### src/rtl/imbs_pkg.sv
`timescale 1ns / 1ps
// Shared types, codes and sizing for the I2C master byte sequencer.
// No dependencies; every other file imports this package.
package imbs_pkg;

   localparam int BUFFER_DEPTH = 512;
   localparam int ADDR_W = $clog2(BUFFER_DEPTH);
   localparam int CNT_W = $clog2(BUFFER_DEPTH + 1);
   localparam int LEN_W = 9;
   localparam int CMP_W = (CNT_W > LEN_W) ? CNT_W : LEN_W;

   typedef logic [ADDR_W-1:0] addr_type;
   typedef logic [CNT_W-1:0] cnt_type;

   // item modes
   localparam logic [1:0] MODE_BEGIN = 2'd0;
   localparam logic [1:0] MODE_PUSH = 2'd1;
   localparam logic [1:0] MODE_EVENT = 2'd2;

   // bus status codes
   localparam logic [3:0] ST_NONE = 4'd0;
   localparam logic [3:0] ST_START = 4'd1;
   localparam logic [3:0] ST_RESTART = 4'd2;
   localparam logic [3:0] ST_TXADDR_ACK = 4'd3;
   localparam logic [3:0] ST_TXADDR_NACK = 4'd4;
   localparam logic [3:0] ST_TXDATA_ACK = 4'd5;
   localparam logic [3:0] ST_TXDATA_NACK = 4'd6;
   localparam logic [3:0] ST_RXADDR_ACK = 4'd7;
   localparam logic [3:0] ST_RXADDR_NACK = 4'd8;
   localparam logic [3:0] ST_RXDATA_ACK = 4'd9;
   localparam logic [3:0] ST_RXDATA_NACK = 4'd10;
   localparam logic [3:0] ST_LOST = 4'd11;

   // result codes
   localparam logic [1:0] RES_NONE = 2'd0;
   localparam logic [1:0] RES_ACCEPTED = 2'd1;
   localparam logic [1:0] RES_BUSY = 2'd2;
   localparam logic [1:0] RES_FINISHED = 2'd3;

   typedef struct packed {
      logic [1:0] mode;
      logic [7:0] address_byte;
      logic       read_not_write;
      logic [8:0] byte_count;
      logic       stop_at_end;
      logic [7:0] tx_byte;
      logic [3:0] bus_status;
      logic [7:0] rx_byte;
   } imbs_req_type;

   typedef struct packed {
      logic       send_valid;
      logic [7:0] send_byte;
      logic       set_start;
      logic       clear_start;
      logic       set_stop;
      logic       set_ack;
      logic       clear_ack;
      logic       clear_event;
      logic       hold_event;
      logic       rx_valid;
      logic [7:0] rx_data;
      logic [1:0] result_code;
   } imbs_rsp_type;

   // control actions decided when an item is taken; send_byte follows from the buffer
   typedef struct packed {
      logic       send_valid;
      logic       set_start;
      logic       clear_start;
      logic       set_stop;
      logic       set_ack;
      logic       clear_ack;
      logic       clear_event;
      logic       hold_event;
      logic       rx_valid;
      logic [7:0] rx_data;
      logic [1:0] result_code;
   } imbs_ctrl_type;

endpackage

### src/rtl/imbs_tx_ram.sv
`timescale 1ns / 1ps
// Transmit byte buffer: one write port, one read port, registered read data.
// Depends on imbs_pkg for depth and address width.
module imbs_tx_ram import imbs_pkg::*; (
   input  logic       clock,
   input  logic       wr_en,
   input  addr_type   wr_addr,
   input  logic [7:0] wr_data,
   input  logic       rd_en,
   input  addr_type   rd_addr,
   output logic [7:0] rd_data
);

   logic [7:0] mem [BUFFER_DEPTH];
   logic [7:0] rd_data_ff;

   always_ff @(posedge clock) begin
      if (wr_en) begin
         mem[wr_addr] <= wr_data;
      end
   end

   always_ff @(posedge clock) begin
      if (rd_en) begin
         rd_data_ff <= mem[rd_addr];
      end
   end

   assign rd_data = rd_data_ff;

endmodule

### config.mk
export PLATFORM = sky130hd
export DESIGN_NAME = imbs_tx_ram
export DESIGN_NICKNAME = d
export VERILOG_FILES = /design/src/rtl/imbs_pkg.sv /design/src/rtl/imbs_tx_ram.sv
export SDC_FILE = /design/constraint.sdc
export NUM_CORES = 2
export LEC_CHECK = 0
export ABC_AREA = 0
export BUFFER_PORTS_ARGS = -buffer_cell sky130_fd_sc_hd__buf_2
export CORE_MARGIN = 5
export CORE_UTILIZATION = 45
export DETAILED_ROUTE_END_ITERATION = 6
export PLACE_DENSITY = 0.63
export SYNTH_ARGS = -nofsm -noshare
export SYNTH_HDL_FRONTEND = slang
export SYNTH_SLANG_ARGS = --single-unit
### constraint.sdc
create_clock -name clock -period 3.3 [get_ports clock]
set_input_delay 0 -clock clock [delete_from_list [all_inputs] [get_ports clock]]
set_output_delay 0 -clock clock [all_outputs]
set_load 0.01 [all_outputs]
==> flow_metrics.tcl <==
set metrics [dict create \
    overflow 0 \
    cts-buffers-inserted 403 \
    cts_setup_buffers 0 \
    synth.distinct_cells 50 \
    clkSinkCount 4104 \
    totalWireLength_mm 422 \
    grt_max_degree 137 \
    holdWs_ns 0.0965 \
    critPathLaunchType "register" \
    syn_area_um2 160000 \
    path_class "reg -> reg" \
    ir_worst_vdd_mv 0.518 \
    cap_violations 0 \
    cts_max_path_buffers 4 \
    drt_drc_violations_left 2 \
    wl_per_cell_um 30.7 \
    violations "design-rule violations" \
    cpPeakStageDelay_ns 0.81 \
    drt-vias-per-instance 6.08 \
    rsz0062_at_grt "false" \
    drt_iter0_drc 10100 \
    postPlaceCellArea_um2 170000 \
    area_growth_pct 14.4 \
    timing_hold_violations_final 0 \
    insertion_delay_ns 0.95 \
    rows 219 \
    cts_tree "done" \
    worst_pin_slew_ns 1.39 \
    syn_inst 8030 \
    post-route-period-util_pct 95.7 \
    clock_skew_ns 0.0539 \
    fin_tns_setup_ns 0 \
    worst_path_max_delay_cell "nor4_1" \
    worstPathMaxFanout 2 \
    clkTransAtPathRegs_ns 0.06 \
    relSlewSlack_pct 5.94 \
    cts_root_buf "clkbuf_16" \
    final_core_util_pct 51.5 \
    yosysWarnings 0 \
    outcome "complete, but fails checks" \
    port_buffers 36 \
    worstPathCellList "mux2i_1, o221ai_1, a21oi_1, nor4_1, buf_4, nand4_1, nor4_2, buf_4, o2111a_1" \
    initial_utilization_pct 45.1 \
    cts_max_level 5 \
    arrival_ns 3.95 \
    power_uw 108000 \
    design_area_um2 183000 \
    fp.coreArea_um2 355000 \
    grt_pass1_wl_mm 606 \
    ys_seq_area_share_pct 77.0 \
    die_area_um2 368000 \
    drt_pass1_iterations 7 \
    die_h_um 606 \
    holdCritPathClass "in -> reg" \
    crit_path_end_kind "register" \
    power_leakage_uw 0.0587 \
    cp.required_ns 4.09 \
    setup-violations-final 0 \
    vias 83500 \
    final_cell_mix "edfxtp_1, mux2i_1, mux4_2, nor2_1, buf_4" \
    power.density_nw_per_um2 589 \
    hpwlAfterDp_mm 265 \
    drive_above_1_share_pct 21.9 \
    ios 37 \
    grt_pass1_vias 82700 \
    synth.avg_cell_area_um2 19.9 \
    fin_nets 8675 \
    fmax_ghz 0.317 \
    min_period_ns 3.16 \
    grt_usage_pct 22.6 \
    final_common_cell "edfxtp_1" \
    fp.dieW_um 606 \
    cpMostUsedCell "buf_4" \
    syn-num-nets 8059 \
    timing.final.max_slew_violations 0 \
    antenna_found_initial 24 \
    place.gp.congestion 0.876 \
    ant_nets 0 \
    ys_ff_latch 4104 \
]
## final timing paths
path / from / to / slack, ns / depth (start not counted)
worst max-delay path: mem[56][3] / rd_data[3] / 0.14 / 9
worst min-delay path: wr_en / mem[269][6] / 0.1 / 5
worst max register to register: mem[56][3] / rd_data[3] / 0.14 / 9
worst min register to register: mem[335][5] / rd_data[5] / 1.23 / 6
## kinds of logic after synthesis
kind of cell,after synthesis,synth area share [%]
DFF,4104,77.0
muxes,1451,14.2
and+or+nand+nor,980,2.63
AOI/OAI and AO/OA,979,4.31
buffers and inverters,516,1.85
## final cells by class
type	instances	area, um^2
Antenna cell	12	30.0
Clock buffer	482	10500
Clock inverter	238	2300
Fill cell	27800	172000
Inverter	3	18.8
Multi-Input combinational cell	3410	34000
Sequential cell	4104	123000
Tap cell	4751	5940
Timing Repair Buffer	724	6990
## timing repair
| item | 4_1_cts | 5_1_grt |
|---|---|---|
| hold endpoints to repair | 3325 | 0 |
| gates resized for setup | 0 | 0 |
| hold buffers | 18 | 0 |
## synthesized netlist by cell type, drive strengths merged
master / count / share of area (%)
edfxtp: 4104 / 77
mux2i: 797 / 5.0
mux4: 654 / 9.2
nor2: 597 / 1.4
o221ai: 372 / 2.0
clkbuf: 265 / 0.62
buf: 248 / 1.2
a21oi: 194 / 0.61
o22ai: 163 / 0.64
o21ai: 119 / 0.37
nand2: 111 / 0.26
nor3: 109 / 0.34
a22oi: 61 / 0.29
nand3: 36 / 0.11
nor4: 36 / 0.14
nand4: 32 / 0.13
and2: 20 / 0.078
a211oi: 17 / 0.080
o31ai: 13 / 0.061
nor3b: 8 / 0.038
o2111a: 8 / 0.056
o41ai: 7 / 0.038
nor2b: 6 / 0.023
o311ai: 6 / 0.033
or3: 6 / 0.023
a22o: 5 / 0.027
or2: 5 / 0.020
and3: 4 / 0.016
and3b: 4 / 0.022
nand2b: 4 / 0.016
a2111oi: 3 / 0.016
inv: 3 / 0.0070
o22a: 3 / 0.016
a211o: 2 / 0.011
a31oi: 2 / 0.0078
o211ai: 2 / 0.0094
a221oi: 1 / 0.0055
nand3b: 1 / 0.0047
nor4b: 1 / 0.0094
o311a: 1 / 0.0063
## per-stage QoR
step           instances  setup slack [ns]
5_1_grt            13700             0.247
3_3_place_gp       13000            -0.981
2_1_floorplan       8030              1.19
6_report           13700             0.142
4_1_cts            13700             0.368
3_5_place_dp       13000            -0.212
## metal layers
metal  vias up  GRT usage, %  part of all wire, %
met5         -             0                0.016
met1     43900          32.3                   40
met4        10          7.35                  3.6
met2      4178          35.4                   47
li1      34700             -                    -
met3       681          4.17                  9.0
## worst max-delay path: cells and delay by family (launching register included)
family          cells  cell delay [ns]
compound gates      3             0.83
buf+inv             2             0.46
flops               1             0.32
mux                 1             0.07
simple gates        3             1.29
## power breakdown
part / internal (uW) / switching, uW
registers: 57400 / 39.5
clock network: 25400 / 19400
logic: 1880 / 3650
## flip-flops by register name, indices dropped and copies added (netlist names)
name     flops
mem       4096
rd_data      8
No activity file was read; power rests on OpenSTA's default activity.
