===== src/rtl/imbs_pkg.sv =====
`timescale 1ns / 1ps
// Shared types, codes and sizing for the I2C master byte sequencer.
// No dependencies; every other file imports this package.
package imbs_pkg;

   localparam int BUFFER_DEPTH = 512;
   localparam int ADDR_W = $clog2(BUFFER_DEPTH);
   localparam int CNT_W = $clog2(BUFFER_DEPTH + 1);
   localparam int LEN_W = 9;
   localparam int CMP_W = (CNT_W > LEN_W) ? CNT_W : LEN_W;

   typedef logic [ADDR_W-1:0] addr_type;
   typedef logic [CNT_W-1:0] cnt_type;

   // item modes
   localparam logic [1:0] MODE_BEGIN = 2'd0;
   localparam logic [1:0] MODE_PUSH = 2'd1;
   localparam logic [1:0] MODE_EVENT = 2'd2;

   // bus status codes
   localparam logic [3:0] ST_NONE = 4'd0;
   localparam logic [3:0] ST_START = 4'd1;
   localparam logic [3:0] ST_RESTART = 4'd2;
   localparam logic [3:0] ST_TXADDR_ACK = 4'd3;
   localparam logic [3:0] ST_TXADDR_NACK = 4'd4;
   localparam logic [3:0] ST_TXDATA_ACK = 4'd5;
   localparam logic [3:0] ST_TXDATA_NACK = 4'd6;
   localparam logic [3:0] ST_RXADDR_ACK = 4'd7;
   localparam logic [3:0] ST_RXADDR_NACK = 4'd8;
   localparam logic [3:0] ST_RXDATA_ACK = 4'd9;
   localparam logic [3:0] ST_RXDATA_NACK = 4'd10;
   localparam logic [3:0] ST_LOST = 4'd11;

   // result codes
   localparam logic [1:0] RES_NONE = 2'd0;
   localparam logic [1:0] RES_ACCEPTED = 2'd1;
   localparam logic [1:0] RES_BUSY = 2'd2;
   localparam logic [1:0] RES_FINISHED = 2'd3;

   typedef struct packed {
      logic [1:0] mode;
      logic [7:0] address_byte;
      logic       read_not_write;
      logic [8:0] byte_count;
      logic       stop_at_end;
      logic [7:0] tx_byte;
      logic [3:0] bus_status;
      logic [7:0] rx_byte;
   } imbs_req_type;

   typedef struct packed {
      logic       send_valid;
      logic [7:0] send_byte;
      logic       set_start;
      logic       clear_start;
      logic       set_stop;
      logic       set_ack;
      logic       clear_ack;
      logic       clear_event;
      logic       hold_event;
      logic       rx_valid;
      logic [7:0] rx_data;
      logic [1:0] result_code;
   } imbs_rsp_type;

   // control actions decided when an item is taken; send_byte follows from the buffer
   typedef struct packed {
      logic       send_valid;
      logic       set_start;
      logic       clear_start;
      logic       set_stop;
      logic       set_ack;
      logic       clear_ack;
      logic       clear_event;
      logic       hold_event;
      logic       rx_valid;
      logic [7:0] rx_data;
      logic [1:0] result_code;
   } imbs_ctrl_type;

endpackage


===== src/rtl/imbs_out_stage.sv =====
`timescale 1ns / 1ps
// Two-entry result path: buffer-read stage, then the response register.
// Merges buffer read data into send_byte. Depends on imbs_pkg.
module imbs_out_stage import imbs_pkg::*; (
   input  logic          clock,
   input  logic          reset,
   input  logic          accept,
   input  imbs_ctrl_type ctrl,
   input  logic [7:0]    rd_data,
   output logic          in_ready,
   input  logic          rsp_ready,
   output logic          rsp_valid,
   output imbs_rsp_type  rsp_data
);

   logic          s1_valid_ff, s1_valid_in;
   imbs_ctrl_type s1_ctrl_ff;
   logic          out_valid_ff, out_valid_in;
   imbs_rsp_type  out_data_ff, out_data_in;
   logic          advance;

   assign advance = s1_valid_ff && (!out_valid_ff || rsp_ready);
   assign in_ready = !s1_valid_ff || advance;

   always_comb begin
      s1_valid_in = s1_valid_ff;
      if (accept) begin
         s1_valid_in = 1'b1;
      end else if (advance) begin
         s1_valid_in = 1'b0;
      end
      out_valid_in = out_valid_ff;
      if (advance) begin
         out_valid_in = 1'b1;
      end else if (rsp_ready) begin
         out_valid_in = 1'b0;
      end
   end

   // rd_data holds while the stage waits: the read fires only on a transfer in
   always_comb begin
      out_data_in.send_valid = s1_ctrl_ff.send_valid;
      out_data_in.send_byte = s1_ctrl_ff.send_valid ? rd_data : 8'h00;
      out_data_in.set_start = s1_ctrl_ff.set_start;
      out_data_in.clear_start = s1_ctrl_ff.clear_start;
      out_data_in.set_stop = s1_ctrl_ff.set_stop;
      out_data_in.set_ack = s1_ctrl_ff.set_ack;
      out_data_in.clear_ack = s1_ctrl_ff.clear_ack;
      out_data_in.clear_event = s1_ctrl_ff.clear_event;
      out_data_in.hold_event = s1_ctrl_ff.hold_event;
      out_data_in.rx_valid = s1_ctrl_ff.rx_valid;
      out_data_in.rx_data = s1_ctrl_ff.rx_data;
      out_data_in.result_code = s1_ctrl_ff.result_code;
   end

   always_ff @(posedge clock) begin
      if (reset) begin
         s1_valid_ff <= 1'b0;
         out_valid_ff <= 1'b0;
      end else begin
         s1_valid_ff <= s1_valid_in;
         out_valid_ff <= out_valid_in;
      end
   end

   always_ff @(posedge clock) begin
      if (accept) begin
         s1_ctrl_ff <= ctrl;
      end
      if (advance) begin
         out_data_ff <= out_data_in;
      end
   end

   assign rsp_valid = out_valid_ff;
   assign rsp_data = out_data_ff;

endmodule


===== config.mk =====
export PLATFORM = sky130hd
export DESIGN_NAME = imbs_out_stage
export DESIGN_NICKNAME = d
export VERILOG_FILES = /design/src/rtl/imbs_pkg.sv /design/src/rtl/imbs_out_stage.sv
export SDC_FILE = /design/constraint.sdc
export NUM_CORES = 1
export LEC_CHECK = 0
export BUFFER_PORTS_ARGS = -buffer_cell sky130_fd_sc_hd__buf_4
export CORE_ASPECT_RATIO = 1.5
export CORE_MARGIN = 3
export CORE_UTILIZATION = 28
export DETAILED_ROUTE_END_ITERATION = 8
export PLACE_DENSITY = 0.56
export RECOVER_POWER = 50
export SLEW_MARGIN = 20
export SYNTH_ARGS = -nofsm -noshare
export SYNTH_HDL_FRONTEND = slang
export SYNTH_SLANG_ARGS = --single-unit

===== constraint.sdc =====
create_clock -name clock -period 2.55 [get_ports clock]
set_clock_uncertainty 0.1 [all_clocks]
set_input_delay 0 -clock clock [delete_from_list [all_inputs] [get_ports clock]]
set_output_delay 0 -clock clock [all_outputs]
set_load 0.01 [all_outputs]

==> impl_metrics.csv <==
group,metric,value,unit
critical_path,critPathMaxFanout,20,
synth,synth_edf_count,46,
clock_tree,clk_path_buf_depth,2,
synth,synth_cell_types,8,
timing,worstMarginPinSlew,0.328,ns
floorplan,die_w,66.3,um
timing,hold_viol_final,0,
routing,drtIter0Drc,36,
routing,vias_per_cell,3.82,
critical_path,path_class,"input port to register",
timing,period_needed,1.44,ns
critical_path,crit_chain,"dlygate4sd3_1, buf_4, inv_1, a21oi_2, dlygate4sd3_1",
routing,routedWlPerCell,12.0,um
grt,grt_pass1_vias,889,
grt,overflow,0,
critical_path,cp-end-kind,"register",
synth,avgSynthCellArea,24.2,um^2
floorplan,rows,32,
finish,area_delta_synth_final,58.8,%
clock_tree,htree_num_levels,2,
clock_tree,path_clk_slew,0.08,ns
synth,synth_top_area_share,90.6,%
grt,grt_pass1_wl,4110,um
timing,slew_violations,0,
floorplan,pin_count,60,
finish,n_antenna_cell,0,
synth,yosysWarnings,0,
floorplan,start_util,29.3,%
critical_path,arrival,1.56,ns
floorplan,design.core.area,5200,um^2
critical_path,critPathMaxStageDelay,0.56,ns
grt,gr-usage-all-layers,8.94,%
place,io_buffers,59,
critical_path,crit_path_start,"accept",
hold_path,hp-class,"register to register",
clock_tree,cts_root_buffer,"clkbuf_8",
critical_path,crit_slowest_cell,"dlygate4sd3_1",
synth,synth_area_leaders,"edfxtp_1, and2_1, dfxtp_1",
routing,via_count,878,
timing,period_share,56.3,%
clock_tree,cts_tree,"yes",
routing,route.detailed.drc,0,
run,drv_cap,0,
critical_path,critPathMostFrequentCell,"dlygate4sd3_1",
routing,dr.pass1.iters,2,
run_status,status,"finished clean",
pwr,leakagePower,0.947,nW
pwr,report.power.total,1.48,mW
pwr,power_density,611,nW/um^2
finish,final_nets,192,
critical_path,reg2reg_from,"rsp_valid",
finish,drive_above_1_share,37.0,%
timing,setup_viol,0,
timing,grt_setup_unrepaired,"no",
timing,max_freq,0.696,GHz
timing,slew_headroom,78.1,%
routing,wl,2760,um
synth,synth-main-ff-cell,"edfxtp_1",
timing,finalSetupTns,0,ns
synth,yosysMostFrequentCell,"edfxtp_1",
floorplan,die_y,96.4,um
clock_tree,cts-buffers-inserted,5,
synth,ys_top_cells_by_count,"edfxtp_1, and2_1, dfxtp_1, inv_1",
synth,syn-instance-count,63,
clock_tree,cts_hold_buffers,30,
critical_path,start_kind,"input port",
timing,holdWs,0.324,ns
synth,yosysTopAreaCell,"edfxtp_1",
floorplan,dieArea,6390,um^2
grt,grt_max_degree,28,
clock_tree,clkLatencyLatePin,0.28,ns
pwr,vdd_drop_max,0.423,mV
synth,syn_area,1530,um^2
clock_tree,clkSinkCount,48,
hold_path,min-delay-start,"out_data_in[12]",
critical_path,worstPathRequired,2.67,ns
synth,ys_seq_area_share,93.2,%
clock_tree,ctsResizeCount,0,
clock_tree,cts_setup_buffers,0,
grt,antenna_found_initial,0,
synth,synthArstFlopShare,0,%
place,gp_congestion,0.664,
synth,postSynthNetCount,94,
routing,drtAntennaViolNets,0,
synth,yosys_register_bits,48,
registers in the layout, indices dropped and copies added (netlist names):
| register | cells |
|---|---|
| out_data_in | 19 |
| rsp_valid | 1 |
| s1_valid_ff | 1 |
| rsp_data | 27 |
cell type report:
class,count,area [um^2]
sequential,48,1420
multi-input combinational,13,96.3
inverter,2,7.51
fill,468,2780
clock inverter,1,5.00
tap,68,85.1
timing repair buffer,91,731
clock buffer,7,76.3
worst paths after layout:
kind,endpoint,slack [ns],cells past startpoint
setup / recovery,s1_valid_ff,1.11,5
hold / removal,rsp_data[12],0.32,0
setup reg to reg,s1_valid_ff,1.20,3
hold reg to reg,rsp_data[12],0.32,0
through the flow:
| stage | utilization, % | cell area [um^2] | setup WS (ns) | cells |
|---|---|---|---|---|
| floorplan | - | 1530 | 0.915 | 63 |
| global placement | 39.6 | 2060 | 1.27 | 191 |
| detailed placement | 39.6 | 2060 | 1.24 | 191 |
| CTS | 46.9 | 2440 | 1.16 | 229 |
| global route | 46.5 | 2420 | 1.02 | 230 |
| finish | 46.5 | 2420 | 1.11 | 230 |
critical path, delay by kind of cell:
kind | cells | cell delay (ns)
AOI/OAI and AO/OA | 1 | 0.11
buffers and inverters | 4 | 1.44
cells in the final DEF, fill, tap and decap left out:
| cell | instances |
|---|---|
| a21oi_1 | 1 |
| a21oi_2 | 1 |
| and2_1 | 9 |
| buf_4 | 32 |
| clkbuf_1 | 10 |
| clkbuf_4 | 20 |
| clkbuf_8 | 5 |
| clkinv_2 | 1 |
| dfxtp_1 | 2 |
| dlygate4sd3_1 | 31 |
| edfxtp_1 | 46 |
| inv_1 | 2 |
| nand2b_1 | 1 |
| nand3b_4 | 1 |
routing by layer:
layer  up-vias  wire, um  global-route usage (%)
met5         -         0                       0
met4         0        18                    3.56
met3         2       185                    3.24
met2        35      1640                    16.9
met1       406       918                    8.54
li1        435         -                       -
cells by family after synthesis:
logic type	after synthesis	share of synthesized area, %
DFF	48	93.2
and+or+nand+nor	11	5.41
AOI/OAI and AO/OA	2	0.902
buffers and inverters	2	0.492
power by group:
part	internal (mW)	switching (mW)	total (mW)
combinational	0.0867	0.0523	0.139
sequential	0.922	0.0156	0.938
clock	0.192	0.212	0.404
Note: power is estimated with default switching activity, not from simulation.
