==> config.mk <==
export PLATFORM = sky130hd
export DESIGN_NAME = imbs_control
export DESIGN_NICKNAME = d
export VERILOG_FILES = /design/src/rtl/imbs_pkg.sv /design/src/rtl/imbs_control.sv
export SDC_FILE = /design/constraint.sdc
export NUM_CORES = 1
export LEC_CHECK = 0
export ABC_AREA = 1
export BUFFER_PORTS_ARGS = -buffer_cell sky130_fd_sc_hd__buf_2
export CORE_AREA = 2 2 91 93
export CTS_BUF_LIST = sky130_fd_sc_hd__clkbuf_4 sky130_fd_sc_hd__clkbuf_8 sky130_fd_sc_hd__clkbuf_16
export CTS_CLUSTER_DIAMETER = 60
export DETAILED_ROUTE_END_ITERATION = 10
export DIE_AREA = 0 0 93 95
export PLACE_DENSITY = 0.85
export SETUP_SLACK_MARGIN = 0.3
export SLEW_MARGIN = 15
export SYNTH_ARGS = -nofsm -noshare
export SYNTH_HDL_FRONTEND = slang
export SYNTH_SLANG_ARGS = --single-unit
==> constraint.sdc <==
create_clock -name clock -period 2.3 [get_ports clock]
set_input_delay 0.345 -clock clock [delete_from_list [all_inputs] [get_ports clock]]
set_output_delay 0.345 -clock clock [all_outputs]
set_load 0.01 [all_outputs]
==> src/rtl/imbs_pkg.sv <==
`timescale 1ns / 1ps
// Shared types, codes and sizing for the I2C master byte sequencer.
// No dependencies; every other file imports this package.
package imbs_pkg;

   localparam int BUFFER_DEPTH = 512;
   localparam int ADDR_W = $clog2(BUFFER_DEPTH);
   localparam int CNT_W = $clog2(BUFFER_DEPTH + 1);
   localparam int LEN_W = 9;
   localparam int CMP_W = (CNT_W > LEN_W) ? CNT_W : LEN_W;

   typedef logic [ADDR_W-1:0] addr_type;
   typedef logic [CNT_W-1:0] cnt_type;

   // item modes
   localparam logic [1:0] MODE_BEGIN = 2'd0;
   localparam logic [1:0] MODE_PUSH = 2'd1;
   localparam logic [1:0] MODE_EVENT = 2'd2;

   // bus status codes
   localparam logic [3:0] ST_NONE = 4'd0;
   localparam logic [3:0] ST_START = 4'd1;
   localparam logic [3:0] ST_RESTART = 4'd2;
   localparam logic [3:0] ST_TXADDR_ACK = 4'd3;
   localparam logic [3:0] ST_TXADDR_NACK = 4'd4;
   localparam logic [3:0] ST_TXDATA_ACK = 4'd5;
   localparam logic [3:0] ST_TXDATA_NACK = 4'd6;
   localparam logic [3:0] ST_RXADDR_ACK = 4'd7;
   localparam logic [3:0] ST_RXADDR_NACK = 4'd8;
   localparam logic [3:0] ST_RXDATA_ACK = 4'd9;
   localparam logic [3:0] ST_RXDATA_NACK = 4'd10;
   localparam logic [3:0] ST_LOST = 4'd11;

   // result codes
   localparam logic [1:0] RES_NONE = 2'd0;
   localparam logic [1:0] RES_ACCEPTED = 2'd1;
   localparam logic [1:0] RES_BUSY = 2'd2;
   localparam logic [1:0] RES_FINISHED = 2'd3;

   typedef struct packed {
      logic [1:0] mode;
      logic [7:0] address_byte;
      logic       read_not_write;
      logic [8:0] byte_count;
      logic       stop_at_end;
      logic [7:0] tx_byte;
      logic [3:0] bus_status;
      logic [7:0] rx_byte;
   } imbs_req_type;

   typedef struct packed {
      logic       send_valid;
      logic [7:0] send_byte;
      logic       set_start;
      logic       clear_start;
      logic       set_stop;
      logic       set_ack;
      logic       clear_ack;
      logic       clear_event;
      logic       hold_event;
      logic       rx_valid;
      logic [7:0] rx_data;
      logic [1:0] result_code;
   } imbs_rsp_type;

   // control actions decided when an item is taken; send_byte follows from the buffer
   typedef struct packed {
      logic       send_valid;
      logic       set_start;
      logic       clear_start;
      logic       set_stop;
      logic       set_ack;
      logic       clear_ack;
      logic       clear_event;
      logic       hold_event;
      logic       rx_valid;
      logic [7:0] rx_data;
      logic [1:0] result_code;
   } imbs_ctrl_type;

endpackage

==> src/rtl/imbs_control.sv <==
`timescale 1ns / 1ps
// Sequencer state and per-item decode: index/count registers, buffer
// write and read requests, control actions. Depends on imbs_pkg.
module imbs_control import imbs_pkg::*; (
   input  logic          clock,
   input  logic          reset,
   input  logic          accept,
   input  imbs_req_type  req,
   output imbs_ctrl_type ctrl,
   output logic          wr_en,
   output addr_type      wr_addr,
   output logic [7:0]    wr_data,
   output logic          rd_en,
   output addr_type      rd_addr
);

   localparam logic [CMP_W-1:0] LAST_LEN = CMP_W'(BUFFER_DEPTH - 1);
   localparam cnt_type CNT_ONE = CNT_W'(1);
   localparam cnt_type CNT_TWO = CNT_W'(2);
   localparam cnt_type CNT_DEPTH = CNT_W'(BUFFER_DEPTH);

   cnt_type send_index_ff, send_index_in;
   cnt_type fill_index_ff, fill_index_in;
   cnt_type total_bytes_ff, total_bytes_in;
   logic    stop_flag_ff, stop_flag_in;
   logic    busy_flag_ff, busy_flag_in;
   logic    reading_flag_ff, reading_flag_in;

   logic [CMP_W-1:0] len_sat;
   cnt_type          fill_rx;
   cnt_type          rd_index;

   always_ff @(posedge clock) begin
      if (reset) begin
         send_index_ff <= '0;
         fill_index_ff <= '0;
         total_bytes_ff <= '0;
         stop_flag_ff <= 1'b0;
         busy_flag_ff <= 1'b0;
         reading_flag_ff <= 1'b0;
      end else begin
         send_index_ff <= send_index_in;
         fill_index_ff <= fill_index_in;
         total_bytes_ff <= total_bytes_in;
         stop_flag_ff <= stop_flag_in;
         busy_flag_ff <= busy_flag_in;
         reading_flag_ff <= reading_flag_in;
      end
   end

   // length on begin: zero on a read means a full buffer, long lengths saturate
   always_comb begin
      len_sat = CMP_W'(req.byte_count);
      if (req.read_not_write && (len_sat == '0)) begin
         len_sat = LAST_LEN;
      end
      if (len_sat > LAST_LEN) begin
         len_sat = LAST_LEN;
      end
   end

   // receive count after a data byte, holding at the total
   assign fill_rx = (fill_index_ff < total_bytes_ff) ? fill_index_ff + CNT_ONE
                                                     : fill_index_ff;

   always_comb begin
      send_index_in = send_index_ff;
      fill_index_in = fill_index_ff;
      total_bytes_in = total_bytes_ff;
      stop_flag_in = stop_flag_ff;
      busy_flag_in = busy_flag_ff;
      reading_flag_in = reading_flag_ff;
      ctrl = '0;
      wr_en = 1'b0;
      wr_addr = '0;
      wr_data = '0;
      rd_index = send_index_ff;

      if (accept) begin
         unique case (req.mode)
            MODE_BEGIN: begin
               if (busy_flag_ff) begin
                  ctrl.result_code = RES_BUSY;
               end else begin
                  busy_flag_in = 1'b1;
                  reading_flag_in = req.read_not_write;
                  stop_flag_in = req.read_not_write | req.stop_at_end;
                  total_bytes_in = CNT_W'(len_sat) + CNT_ONE;
                  send_index_in = '0;
                  fill_index_in = CNT_ONE;
                  wr_en = 1'b1;
                  wr_addr = '0;
                  wr_data = {req.address_byte[7:1], req.read_not_write};
                  ctrl.set_start = 1'b1;
                  ctrl.clear_event = req.read_not_write;
                  ctrl.result_code = RES_ACCEPTED;
               end
            end
            MODE_PUSH: begin
               if (busy_flag_ff && !reading_flag_ff && (fill_index_ff < total_bytes_ff)
                   && (fill_index_ff < CNT_DEPTH)) begin
                  wr_en = 1'b1;
                  wr_addr = fill_index_ff[ADDR_W-1:0];
                  wr_data = req.tx_byte;
                  fill_index_in = fill_index_ff + CNT_ONE;
               end
            end
            MODE_EVENT: begin
               unique case (req.bus_status)
                  ST_NONE, ST_LOST: begin
                     ctrl.clear_event = 1'b1;
                  end
                  ST_START, ST_RESTART: begin
                     rd_index = '0;
                     send_index_in = CNT_ONE;
                     ctrl.send_valid = 1'b1;
                     ctrl.clear_start = 1'b1;
                     ctrl.clear_event = 1'b1;
                  end
                  ST_TXADDR_ACK, ST_TXDATA_ACK: begin
                     priority if (send_index_ff < fill_index_ff) begin
                        send_index_in = send_index_ff + CNT_ONE;
                        ctrl.send_valid = 1'b1;
                        ctrl.clear_event = 1'b1;
                     end else if (send_index_ff < total_bytes_ff) begin
                        ctrl.hold_event = 1'b1;
                     end else begin
                        ctrl.set_stop = stop_flag_ff;
                        ctrl.clear_event = stop_flag_ff;
                        ctrl.hold_event = !stop_flag_ff;
                        ctrl.result_code = busy_flag_ff ? RES_FINISHED : RES_NONE;
                        busy_flag_in = 1'b0;
                     end
                  end
                  ST_TXADDR_NACK, ST_RXADDR_NACK: begin
                     ctrl.set_start = 1'b1;
                     send_index_in = '0;
                     ctrl.clear_event = 1'b1;
                  end
                  ST_TXDATA_NACK: begin
                     ctrl.set_stop = stop_flag_ff;
                     ctrl.clear_event = 1'b1;
                     ctrl.result_code = busy_flag_ff ? RES_FINISHED : RES_NONE;
                     busy_flag_in = 1'b0;
                  end
                  ST_RXADDR_ACK: begin
                     // single-byte read drops acknowledge right away
                     ctrl.clear_ack = (total_bytes_ff <= CNT_TWO);
                     ctrl.set_ack = (total_bytes_ff > CNT_TWO);
                     ctrl.clear_event = 1'b1;
                  end
                  ST_RXDATA_ACK: begin
                     ctrl.rx_valid = 1'b1;
                     ctrl.rx_data = req.rx_byte;
                     fill_index_in = fill_rx;
                     ctrl.clear_ack = (total_bytes_ff != '0)
                                      && (fill_rx == total_bytes_ff - CNT_ONE);
                     ctrl.clear_event = 1'b1;
                  end
                  ST_RXDATA_NACK: begin
                     ctrl.rx_valid = 1'b1;
                     ctrl.rx_data = req.rx_byte;
                     fill_index_in = fill_rx;
                     ctrl.set_stop = 1'b1;
                     ctrl.clear_event = 1'b1;
                     ctrl.result_code = busy_flag_ff ? RES_FINISHED : RES_NONE;
                     busy_flag_in = 1'b0;
                  end
                  default: begin
                  end
               endcase
            end
            default: begin
            end
         endcase
      end
   end

   // send index stays below the depth whenever a byte is sent
   assign rd_en = ctrl.send_valid;
   assign rd_addr = rd_index[ADDR_W-1:0];

endmodule

==> metrics.csv <==
stage;metric;value;unit
outcome;outcome;complete, but fails checks;
outcome;failing checks;setup timing;
die;Die Ht;95;µm
timing;worst-margin pin slew;378;ps
power;Comb power frac;47.8;%
placement;gpl congestion;0.930;
global_routing;number of global-route vias before repair;4731;
global_routing;initial antenna violation count;0;
cts;CTS Buf Count;5;
synth;library cells used by synthesis;46;
worst_setup_path;crit end category;primary output;
cts;CTS tree;built;
worst_setup_path;crit path DAT;2380;ps
synth;Async SR Flop Fraction;0;%
cts;Reg clk slew, reported paths;70;ps
timing;Max transition margin;74.6;%
placement;port bufs;89;
synth;Post-Syn Instances;622;
timing;final setup TNS;-7180;ps
synth;register area share after synthesis;17.3;%
worst_setup_path;FF-to-FF End;fill_index_ff[4];
layout;share of layout cells above drive strength 1;46.4;%
timing;Tcrit/Tclk final;119;%
timing;Min Hold Slack;393;ps
synth;area leader, netlist;dfxtp_1;
power;P per Cell Area;335;nW/µm²
route;drt drc;0;
power;peak supply drop;225;µV
job;Max Cap Viol;0;
route;Via Count;4963;
synth;synth cell count leaders;nand2_1, inv_1, nor2_1;
cts;clk root buf;clkbuf_8;
global_routing;largest net degree at the start of global routing;25;
cts;Worst-Skew Late Latency;300;ps
power;Clock Power Share;22.0;%
layout;FILL cells;603;
synth;most common cell in the netlist;nand2_1;
timing;clock period minus final worst setup slack;2730;ps
synth;post-synth top area share;17.3;%
global_routing;GRT Total Usage;31.1;%
route;Antenna Nets Post-Route;0;
power;Pint;1.18;mW
worst_setup_path;Reg2Reg Depth;13;
worst_setup_path;CP Data Required Time;1960;ps
route;1st-pass router iterations;5;
hold_path;sink of the worst hold path;total_bytes_ff[0];
layout;n_diodes;0;
power;part of the power in registers;30.2;%
die;starting density of the core;48.3;%
worst_setup_path;Critical Path Fanout Max;6;
die;# rows;33;
power;sw frac;40.3;%
timing;Final Slew Violations;0;
power;net switching power figure;0.796;mW
synth;Syn Std Cell Area;3830;µm²
hold_path;WHS Path Cells;4;
synth;Yosys reg bits;33;
worst_setup_path;CP Class;register to primary output;
hold_path;Worst Min Path Start;req[21];
worst_setup_path;crit path launch type;register;
cts;# hold bufs at CTS;0;
global_routing;first-pass GRT wire length;21.6;mm
die;core region area;7930;µm²
power;Leak;2.92;nW
timing;setup ws final;-428;ps
route;overall routed net length;14.3;mm
die;die width;93;µm
cts;H-tree Lvls;2;
worst_setup_path;reg2reg start;fill_index_ff[9];
worst_setup_path;Reg2Reg Setup Slack;-70;ps
cts;clk buf depth;2;
hold_path;HP Class;primary input to register;
synth;number of synthesized flops with an enable pin;0;
route;wire length per cell;15.8;µm
worst_setup_path;CP startpoint;total_bytes_ff[7];
die;Die ar.;8840;µm²
timing;RSZ-0062 raised after global routing;yes;
synth;Synth Warn #;0;
layout;fin nets;881;
layout;area grow syn2layout;54.1;%
synth;Synthesized Nets;703;
global_routing;total grt overflow;0;
timing;endpoints failing hold;0;
synth;Main synth FF type;dfxtp_1;
timing;clk_skew;15.4;ps
cts;Clock Sinks;33;
die;IO Pins;91;
synth;Mapped Avg Cell Area;6.15;µm²
synth;Synth area leaders;dfxtp_1, nand2_1, ha_1, inv_1, nor2_1;
route;Initial DRC Count;373;
timing;fmax;367;MHz
placement;Post-DP HPWL;10.3;mm
timing;Final Setup Violations;35;
route;Vias per Instance;5.49;
-- cell type report --
type	instances	area (µm²)	area share [%]
clock buffer	5	68.8	1.17
clock inverter	1	5.00	0.0849
inverter	98	404	6.85
multi-input combinational	481	3360	57.0
sequential	33	711	12.1
tap	105	131	2.23
timing repair buffer	180	1210	20.5
timing repair inverter	1	8.76	0.149
-- power groups by stage --
stage / logic [mW] / clock network, mW / registers (mW)
floorplan: 0.472 / 0 / 0.614
global placement: 0.727 / 0 / 0.613
detailed placement: 0.746 / 0 / 0.614
CTS: 0.820 / 0.435 / 0.595
global route: 1.03 / 0.459 / 0.598
finish: 0.944 / 0.434 / 0.596
-- worst max-delay path, stage by stage (launching register included) --
cell     delay (ps)
dfxtp_4         360
inv_4            40
ha_4            270
nand2_4          50
nor2_4          170
nand3_4         130
nand3_4         180
buf_6           160
nand2_2          50
nand3_2          50
nand2_1          50
nor2_1           90
nand3_1         110
nor2_2          140
nand2_1          80
nand2_2          70
buf_6           100
-- cell usage in the layout (no fill, tap or decap), types with 4 or more instances in the layout --
cell type	Yosys	final
nand2_1	156	130
buf_2	2	88
buf_4	1	72
inv_1	86	65
nor2_1	75	55
a21oi_1	45	39
nand2_2	11	27
nand3_1	29	23
ha_4	0	21
buf_6	4	20
inv_2	5	19
nor2_2	8	19
xor2_1	19	18
o21ai_0	26	18
ha_1	37	16
nand4_1	13	13
dfxtp_2	0	13
nor2_4	1	11
dfxtp_1	33	11
nand3_2	4	10
nand2_4	1	10
dfxtp_4	0	9
inv_4	2	8
a22oi_2	0	7
a21oi_2	0	6
o22ai_1	6	6
o21ai_1	0	5
o21ai_2	3	5
clkbuf_8	0	5
xnor2_1	4	4
nor3_1	6	4
-- kinds of logic after synthesis --
logic type	share of synthesized area, %
AOI/OAI and AO/OA	16.0
adders and majority gates	12.1
buffers and inverters	11.9
xor gates and xnor gates	5.26
and+or+nand+nor	37.5
DFF	17.3
-- flip-flops by register name (all words and copies together), names as in the netlist --
name and flops:
reading_flag_ff 1, stop_flag_ff 1, total_bytes_ff 10, fill_index_ff 10
busy_flag_ff 1, send_index_ff 10
-- worst max path at each step --
stage                           to
after floorplan           ctrl[13]
after global routing      ctrl[13]
final                     ctrl[13]
after detailed placement  ctrl[13]
after CTS                 ctrl[13]
after global placement    ctrl[13]
-- layer usage --
metal	track usage, %	up-vias	wire length [µm]
li1	-	2381	-
met1	34.4	2272	5680
met2	58.0	262	7060
met3	4.07	48	926
met4	15.6	0	639
met5	0	-	0
-- per-stage QoR --
| step | setup slack, ps | power (mW) | utilization, % | cells | area [µm²] |
|---|---|---|---|---|---|
| floorplan | 178 | 1.09 | - | 622 | 3990 |
| global placement | -86.6 | 1.34 | 63.2 | 874 | 5010 |
| detailed placement | -139 | 1.36 | 63.2 | 874 | 5010 |
| CTS | -380 | 1.85 | 70.4 | 897 | 5580 |
| global route | -577 | 2.08 | 74.4 | 904 | 5900 |
| finish | -428 | 1.97 | 74.4 | 904 | 5900 |
-- what timing repair did --
item,4_1_cts,5_1_grt
gates cloned,3,0
pin swaps,25,32
setup endpoints to repair,47,57
setup buffers,14,7
gates resized for setup,89,68
Power figures use the tool's default switching activity.
